### config.mk
export PLATFORM = sky130hd
export DESIGN_NAME = windowed_error_median_rate_flat
export DESIGN_NICKNAME = d
export VERILOG_FILES = /design/src/rtl/core/wem_pkg.sv /design/src/rtl/core/wem_if.sv /design/src/rtl/core/windowed_error_median_rate.sv /design/src/rtl/core/wem_div.sv /design/src/flat_wrapper.sv
export SDC_FILE = /design/constraint.sdc
export NUM_CORES = 2
export LEC_CHECK = 0
export BUFFER_PORTS_ARGS = -buffer_cell sky130_fd_sc_hd__clkbuf_2
export CELL_PAD_IN_SITES_DETAIL_PLACEMENT = 1
export CELL_PAD_IN_SITES_GLOBAL_PLACEMENT = 1
export CORE_MARGIN = 4
export CORE_UTILIZATION = 45
export DETAILED_ROUTE_END_ITERATION = 10
export PLACE_DENSITY = 0.78
export SLEW_MARGIN = 20
export SYNTH_ARGS = -nofsm -noshare
export SYNTH_HDL_FRONTEND = slang
export SYNTH_SLANG_ARGS = --single-unit
### constraint.sdc
create_clock -name clk_i -period 38.2 [get_ports clk_i]
set_input_delay 1.91 -clock clk_i [delete_from_list [all_inputs] [get_ports clk_i]]
set_output_delay 1.91 -clock clk_i [all_outputs]
set_load 0.02 [all_outputs]
### src/rtl/core/wem_pkg.sv
package wem_pkg;
  localparam int unsigned CfgWidth = 8;
  localparam int unsigned CfgIdxWidth = 2;
  localparam logic [CfgIdxWidth-1:0] RegWindowSize = 2'd0;
  localparam logic [CfgIdxWidth-1:0] RegMeanSpan = 2'd1;
  localparam logic [CfgIdxWidth-1:0] RegRateSpan = 2'd2;
  localparam logic [CfgWidth-1:0] WindowSizeReset = 8'd8;
  localparam logic [CfgWidth-1:0] MeanSpanReset = 8'd4;
  localparam logic [CfgWidth-1:0] RateSpanReset = 8'd4;
  localparam logic [17:0] RateScale = 18'd256000;

  typedef struct packed {
    logic signed [15:0] error_sample;
    logic [31:0] time_ms;
  } in_item_t;

  typedef struct packed {
    logic signed [15:0] median_error;
    logic [3:0] sample_count;
    logic signed [15:0] smoothed_error;
    logic signed [31:0] rate_q8;
  } out_item_t;

  typedef struct packed {
    logic start;
    logic [63:0] dividend;
    logic [63:0] divisor;
  } div_req_t;

  typedef struct packed {
    logic busy;
    logic done;
    logic [63:0] quotient;
  } div_rsp_t;
endpackage

### src/rtl/core/wem_if.sv
interface wem_in_if;
  import wem_pkg::*;
  logic valid;
  logic ready;
  in_item_t data;
  modport source (output valid, output data, input ready);
  modport sink (input valid, input data, output ready);
endinterface

interface wem_out_if;
  import wem_pkg::*;
  logic valid;
  logic ready;
  out_item_t data;
  modport source (output valid, output data, input ready);
  modport sink (input valid, input data, output ready);
endinterface

### src/rtl/core/windowed_error_median_rate.sv
// Processes one sample at a time and is not ready while working; the result
// is held in S_OUT through any output stall.
// The work is done by a shared serial divider (up to two divisions), a
// one-slot-per-cycle sorted insert, sign-count sweep and sum.
// Reset: registers take defaults 8/4/4 and the window is empty.
module windowed_error_median_rate
  import wem_pkg::*;
#(
  parameter int unsigned DEPTH = 16
) (
  input  logic clk_i,
  input  logic rst_ni,
  input  logic cfg_we_i,
  input  logic [CfgIdxWidth-1:0] cfg_idx_i,
  input  logic [CfgWidth-1:0] cfg_data_i,
  wem_in_if.sink in_if,
  wem_out_if.source out_if
);
  localparam int unsigned AW = $clog2(DEPTH);
  localparam int unsigned CW = $clog2(DEPTH + 1);

  typedef enum logic [3:0] {
    S_IDLE, S_INS, S_CNT, S_POST, S_SUM, S_MDIV, S_MWAIT, S_RSET, S_RDIV, S_RWAIT, S_OUT
  } state_e;

  state_e state_q;
  logic [CfgWidth-1:0] wsize_q, mspan_q, rspan_q;
  logic signed [15:0] sorted_q [DEPTH];
  logic signed [15:0] arr_q [DEPTH];
  logic [31:0] tim_q [DEPTH];
  logic [CW-1:0] cnt_q, act, idx_q, n_q, w_q;
  logic signed [15:0] x_q, med_q;
  logic [CW-1:0] neg_q, posc_q;
  logic signed [23:0] sum_q;
  logic signed [47:0] prod_q;
  logic neg_res_q;
  logic [31:0] dur_q;
  out_item_t res_q;
  div_req_t dreq;
  div_rsp_t drsp;

  wem_div u_div (.clk_i, .rst_ni, .req_i(dreq), .rsp_o(drsp));

  always_comb begin
    if (wsize_q == '0) act = CW'(1);
    else if ({24'd0, wsize_q} < DEPTH) act = CW'(wsize_q);
    else act = CW'(DEPTH);
  end

  logic [CW-1:0] wm, wr;
  assign wm = ({24'd0, mspan_q} < 32'(cnt_q)) ? CW'(mspan_q) : cnt_q;
  assign wr = ({24'd0, rspan_q} < 32'(cnt_q)) ? CW'(rspan_q) : cnt_q;

  logic [63:0] q64;
  assign q64 = drsp.quotient;
  logic signed [15:0] mq;
  assign mq = neg_res_q ? -q64[15:0] : q64[15:0];
  logic signed [31:0] rq;
  always_comb begin
    if (neg_res_q) rq = (q64 > 64'h8000_0000) ? 32'sh8000_0000 : -q64[31:0];
    else rq = (q64 > 64'h7FFF_FFFF) ? 32'sh7FFF_FFFF : q64[31:0];
  end

  always_comb begin
    dreq = '0;
    if (state_q == S_MDIV) begin
      dreq.start = 1'b1;
      dreq.dividend = 64'(sum_q < 0 ? -sum_q : sum_q);
      dreq.divisor = 64'(w_q);
    end else if (state_q == S_RDIV) begin
      dreq.start = 1'b1;
      dreq.dividend = 64'(prod_q < 0 ? -prod_q : prod_q);
      dreq.divisor = 64'(dur_q);
    end
  end

  assign in_if.ready = (state_q == S_IDLE);
  assign out_if.valid = (state_q == S_OUT);
  assign out_if.data = res_q;

  always_ff @(posedge clk_i or negedge rst_ni) begin
    if (!rst_ni) begin
      state_q <= S_IDLE;
      wsize_q <= WindowSizeReset; mspan_q <= MeanSpanReset; rspan_q <= RateSpanReset;
      cnt_q <= '0;
    end else begin
      if (cfg_we_i) begin
        unique case (cfg_idx_i)
          RegWindowSize: wsize_q <= cfg_data_i;
          RegMeanSpan: mspan_q <= cfg_data_i;
          RegRateSpan: rspan_q <= cfg_data_i;
          default: ;
        endcase
      end
      unique case (state_q)
        S_IDLE: if (in_if.valid) begin
          x_q <= in_if.data.error_sample;
          if (cnt_q >= act) begin
            // clear: sorted region only grows from 0, so count is enough
            arr_q[0] <= in_if.data.error_sample; tim_q[0] <= in_if.data.time_ms;
            cnt_q <= '0; idx_q <= '0; n_q <= '0;
          end else begin
            arr_q[cnt_q[AW-1:0]] <= in_if.data.error_sample;
            tim_q[cnt_q[AW-1:0]] <= in_if.data.time_ms;
            idx_q <= cnt_q; n_q <= cnt_q;
          end
          state_q <= S_INS;
        end
        S_INS: begin
          // shift one slot up per cycle until the place is found
          if (idx_q != '0 && sorted_q[idx_q[AW-1:0] - AW'(1)] > x_q) begin
            sorted_q[idx_q[AW-1:0]] <= sorted_q[idx_q[AW-1:0] - AW'(1)];
            idx_q <= idx_q - CW'(1);
          end else begin
            sorted_q[idx_q[AW-1:0]] <= x_q;
            n_q <= n_q + CW'(1); idx_q <= '0;
            neg_q <= '0; posc_q <= '0;
            state_q <= S_CNT;
          end
        end
        S_CNT: begin
          if (sorted_q[idx_q[AW-1:0]] < 0) neg_q <= neg_q + CW'(1);
          else if (sorted_q[idx_q[AW-1:0]] > 0) posc_q <= posc_q + CW'(1);
          if (idx_q == n_q - CW'(1)) state_q <= S_POST;
          idx_q <= idx_q + CW'(1);
        end
        S_POST: begin
          med_q <= (neg_q == posc_q) ? 16'sd0 : sorted_q[AW'(n_q >> 1)];
          cnt_q <= (n_q >= act) ? '0 : n_q;
          sum_q <= '0;
          state_q <= S_SUM;
          idx_q <= '0;
        end
        S_SUM: begin
          if (cnt_q == '0 || wm == '0) begin
            res_q.smoothed_error <= '0; state_q <= S_RSET;
          end else if (idx_q == wm) begin
            w_q <= wm; neg_res_q <= sum_q < 0; state_q <= S_MDIV;
          end else begin
            sum_q <= sum_q + 24'(arr_q[AW'(cnt_q - CW'(1) - idx_q)]);
            idx_q <= idx_q + CW'(1);
          end
        end
        S_MDIV: state_q <= S_MWAIT;
        S_MWAIT: if (drsp.done) begin
          res_q.smoothed_error <= mq; state_q <= S_RSET;
        end
        S_RSET: begin
          res_q.median_error <= med_q;
          res_q.sample_count <= 4'(cnt_q);
          if (cnt_q < CW'(2) || rspan_q < 8'd2 ||
              tim_q[AW'(cnt_q - CW'(1))] <= tim_q[AW'(cnt_q - wr)]) begin
            res_q.rate_q8 <= '0; state_q <= S_OUT;
          end else begin
            dur_q <= tim_q[AW'(cnt_q - CW'(1))] - tim_q[AW'(cnt_q - wr)];
            prod_q <= 48'(17'sd0 - (17'(arr_q[AW'(cnt_q - CW'(1))])
                                    - 17'(arr_q[AW'(cnt_q - wr)])))
                      * $signed({1'b0, RateScale});
            state_q <= S_RDIV;
          end
        end
        S_RDIV: begin
          neg_res_q <= prod_q < 0; state_q <= S_RWAIT;
        end
        S_RWAIT: if (drsp.done) begin
          res_q.rate_q8 <= rq; state_q <= S_OUT;
        end
        S_OUT: if (out_if.ready) state_q <= S_IDLE;
        default: state_q <= S_IDLE;
      endcase
    end
  end
endmodule

### src/rtl/core/wem_div.sv
// Unsigned restoring divider, one quotient bit per cycle.
module wem_div
  import wem_pkg::*;
(
  input  logic     clk_i,
  input  logic     rst_ni,
  input  div_req_t req_i,
  output div_rsp_t rsp_o
);
  logic [6:0] cnt_q, cnt_d;
  logic [63:0] rem_q, rem_d, quo_q, quo_d, den_q, den_d;
  logic busy_q, busy_d, done_q, done_d;
  logic [64:0] trial;

  always_comb begin
    cnt_d = cnt_q; rem_d = rem_q; quo_d = quo_q; den_d = den_q;
    busy_d = busy_q; done_d = 1'b0;
    trial = {rem_q, quo_q[63]} - {1'b0, den_q};
    if (req_i.start) begin
      rem_d = '0; quo_d = req_i.dividend; den_d = req_i.divisor;
      cnt_d = 7'd64; busy_d = 1'b1;
    end else if (busy_q) begin
      if (!trial[64]) begin
        rem_d = trial[63:0]; quo_d = {quo_q[62:0], 1'b1};
      end else begin
        rem_d = {rem_q[62:0], quo_q[63]}; quo_d = {quo_q[62:0], 1'b0};
      end
      cnt_d = cnt_q - 7'd1;
      if (cnt_q == 7'd1) begin
        busy_d = 1'b0; done_d = 1'b1;
      end
    end
  end

  always_ff @(posedge clk_i or negedge rst_ni) begin
    if (!rst_ni) begin
      busy_q <= 1'b0; done_q <= 1'b0; cnt_q <= '0;
    end else begin
      busy_q <= busy_d; done_q <= done_d; cnt_q <= cnt_d;
    end
  end

  always_ff @(posedge clk_i) begin
    rem_q <= rem_d; quo_q <= quo_d; den_q <= den_d;
  end

  assign rsp_o.busy = busy_q;
  assign rsp_o.done = done_q;
  assign rsp_o.quotient = quo_q;
endmodule
### src/flat_wrapper.sv
// flat-port wrapper written by rule: the top's interface ports become plain ports
module windowed_error_median_rate_flat import wem_pkg::*;
#(
  parameter int unsigned DEPTH = 16
)
  (clk_i, rst_ni, cfg_we_i, cfg_idx_i, cfg_data_i, in_if_valid, in_if_data, in_if_ready, out_if_valid, out_if_data, out_if_ready);
  wem_in_if in_if_i ();
  wem_out_if out_if_i ();
  input  logic clk_i;
  input  logic rst_ni;
  input  logic cfg_we_i;
  input  logic [CfgIdxWidth-1:0] cfg_idx_i;
  input  logic [CfgWidth-1:0] cfg_data_i;
  input wire logic [$bits(in_if_i.valid)-1:0] in_if_valid;
  input wire logic [$bits(in_if_i.data)-1:0] in_if_data;
  output wire logic [$bits(in_if_i.ready)-1:0] in_if_ready;
  output wire logic [$bits(out_if_i.valid)-1:0] out_if_valid;
  output wire logic [$bits(out_if_i.data)-1:0] out_if_data;
  input wire logic [$bits(out_if_i.ready)-1:0] out_if_ready;
  assign in_if_i.valid = in_if_valid;
  assign in_if_i.data = in_if_data;
  assign in_if_ready = in_if_i.ready;
  assign out_if_valid = out_if_i.valid;
  assign out_if_data = out_if_i.data;
  assign out_if_i.ready = out_if_ready;
  windowed_error_median_rate #(.DEPTH(DEPTH)) u_core (.clk_i(clk_i), .rst_ni(rst_ni), .cfg_we_i(cfg_we_i), .cfg_idx_i(cfg_idx_i), .cfg_data_i(cfg_data_i), .in_if(in_if_i), .out_if(out_if_i));
endmodule
==> impl_results.md <==
* Die Y-Extent at ~430 um
* CTS Buffer Depth at 3
* Total number of vias at about 52000
* Crit path required time at between 30 and 40 ns
* Post-cts gate resize count at 0
* CP bufs+invs at 6
* Crit path to: u_core.prod_q[46]
* TritonCTS clock tree: done
* Number of global-route vias before repair at approximately 55000
* Layout cell share with drive strength beyond 1 at 0.239
* DIE AREA at 0.186 sq mm
* Worst setup startpoint: u_core.cnt_q[0]
* Slew Viols, Final at 0
* Fillers at about 17000
* Antenna-violating nets left at 0
* Crit Path Category: reg2reg
* Number of cells on the critical path at 43
* CTS Hold Bufs at 0
* Drt pass-1 iters at 5
* Clock transition at path regs at roughly 0.060 ns
* DP Area at between 0.08 and 0.09 sq mm
* Area occupied by multi-input gates at roughly 0.036 sq mm
* Core box area at around 0.18 sq mm
* IO Pins at roughly 130
* Run status: finished clean
* Routed len/inst at roughly 30 um
* Critical-path top delay cell: fa_4
* R2R depth at 43
* CP Capture Type: register
* Syn nets at 5856
* Overflow after GRT at 0
* RSZ-0062 raised after global routing: no
* Post-synthesis async set-or-reset flop share at 0.0290
* Non-Filler Instances at around 8100
* Synth-to-Final Area Change at 11.3%
* H-tree depth at 4
* Cell taking the most area after synthesis: edfxtp_1
* Worst skew pair latency at ~0.80 ns
* Finished Cell Area at ~0.09 sq mm
* First-pass GRT wire length at ~360000 um
* Iter 0 DRT Violations at just over 6000
* Family with the most delay on the worst path: adder cells
* Worst slew pin tran at around 1.2 ns
* Vias/cell at 6.43
* Largest net degree at the start of global routing at approximately 100
* Final setup violation count at 0
* Total GRT Usage at 0.257
* Distinct cells, synth at 95
* Hold Path Class: reg2reg
* Yosys warns at 0
* CP peak stage delay at ~1.2 ns
* Port buffer count at roughly 130
* Post-DP HPWL at roughly 160000 um
* Reg2reg end: u_core.prod_q[46]
* Setup bufs post-CTS at 0
* Final wirelength at ~240000 um
* Initial Util at 0.452
* Nets at between 5000 and 6000
* GRT busiest layer: met2
* Arr. time, crit path at about 15 ns
* Row cnt at 155
* Synth top area cells: edfxtp_1, mux4_2, ha_1, fa_1, inv_1
* Final worst path period share at 0.386
* #FFs+latches synth at 1449
* CTS Sinks at 1449
* Placed cells at 7755
* Fmax achieved at between 60 and 70 MHz
* Die width at ~430 um
* Met3 Use GR at 0.0524
* Initial antenna violation count at 20
* Setup TNS at 0 ns
* Dominant synthesized flop cell: edfxtp_1
* Ranking of synthesized cells by instance count: edfxtp_1, mux4_2, inv_1
* TritonCTS buffer count at 159
* Routing usage on met1 at 0.340
* Clock root buffer master: clkbuf_16
* Final Hold Vio Count at 0
* Reg2reg setup slack at about 23 ns
* Sequential Area at 0.0426 sq mm
* Residual DRC at 0
* CP startpoint kind: register
* Rel. slew slack at 0.199
* R2r startpoint: u_core.cnt_q[0]
* RePlAce Congestion at 0.890
* Count leader, synth: edfxtp_1
* Post-route minimum period at around 15 ns
* Final Skew at 0.0291 ns
* Syn_area_per_cell at roughly 15 sq um
* Sequential fraction of the synthesis area at 0.529
* Mapped cell area at 0.0806 sq mm
* Yosys top cell area share at 0.499
* Grt met2 use at 0.416
* Max-cap violations at 0
* Hold Path Stages at 0
* Post-Syn Instances at approximately 5400
* Critical Path Fanout Max at 68
* Post-synth EDFFs at roughly 1300
[cells by family (layout without fill, tap and decap cells)]
kind of cell / after synthesis / in the layout / synth area share
flip-flops: 1449 / 1449 / 0.529
AND/OR/NAND/NOR: 1063 / 1063 / 0.0677
AO/OA/AOI/OAI: 784 / 784 / 0.0612
multiplexers: 782 / 782 / 0.210
buffers and inverters: 678 / 952 / 0.0321
adder cells (fa/ha/maj): 371 / 371 / 0.0681
XOR/XNOR: 296 / 296 / 0.0323
other: 0 / 13 / 0
[layer usage]
| layer | wire length (um) | up-vias |
|---|---|---|
| met5 | 27 | - |
| met3 | 21000 | 547 |
| li1 | - | 21600 |
| met4 | 10000 | 4 |
| met2 | 116000 | 2749 |
| met1 | 92300 | 27000 |
[through the flow]
step	utilization	hold slack, ns	worst slack (ns)
2_1_floorplan	-	0.400	26.23
3_3_place_gp	0.474	0.404	23.97
3_5_place_dp	0.474	0.407	23.57
4_1_cts	0.503	0.422	23.48
5_1_grt	0.503	0.436	22.52
6_report	0.503	0.419	23.46
[final cells by class]
class / instances / share of cell area
Sequential cell: 1449 / 0.475
Multi-Input combinational cell: 3296 / 0.399
Clock buffer: 197 / 0.0479
Tap cell: 2355 / 0.0328
Timing Repair Buffer: 252 / 0.0178
Inverter: 404 / 0.0169
Clock inverter: 99 / 0.00996
Antenna cell: 13 / 0.000363
[worst min path at each step]
| stage | from | end |
|---|---|---|
| 2_1_floorplan | u_core.med_q[0] | u_core.out_if.data[52] |
| 3_3_place_gp | u_core.med_q[13] | u_core.out_if.data[65] |
| 3_5_place_dp | u_core.med_q[10] | u_core.out_if.data[62] |
| 4_1_cts | u_core.med_q[10] | u_core.out_if.data[62] |
| 5_1_grt | u_core.med_q[10] | u_core.out_if.data[62] |
| 6_report | u_core.med_q[10] | u_core.out_if.data[62] |
[registers in the layout, indices dropped and copies added, names as in the netlist, 16 cells and up, named ones only]
register	cells
u_core.arr_q	256
u_core.dur_q	32
u_core.med_q	16
u_core.out_if.data	68
u_core.prod_q	37
u_core.sorted_q	256
u_core.sum_q	24
u_core.tim_q	512
u_core.u_div.den_q	32
u_core.u_div.quo_q	64
u_core.u_div.rem_q	64
u_core.x_q	16
[layout by cell type (no fill, tap or decap), types with 64 or more instances in the layout]
master,instances
nor4_1,85
inv_1,400
buf_4,118
a21o_1,64
o21ai_0,218
dfxtp_1,68
clkbuf_16,165
edfxtp_1,1339
xor2_1,126
nand2_1,239
nor2_1,255
ha_1,253
fa_1,111
clkbuf_2,132
mux4_2,723
xnor2_1,161
a21oi_1,199
Power is left out: the tool's default activity adds up to more than one toggle a clock period on the data nets, which glitch-free logic cannot reach.
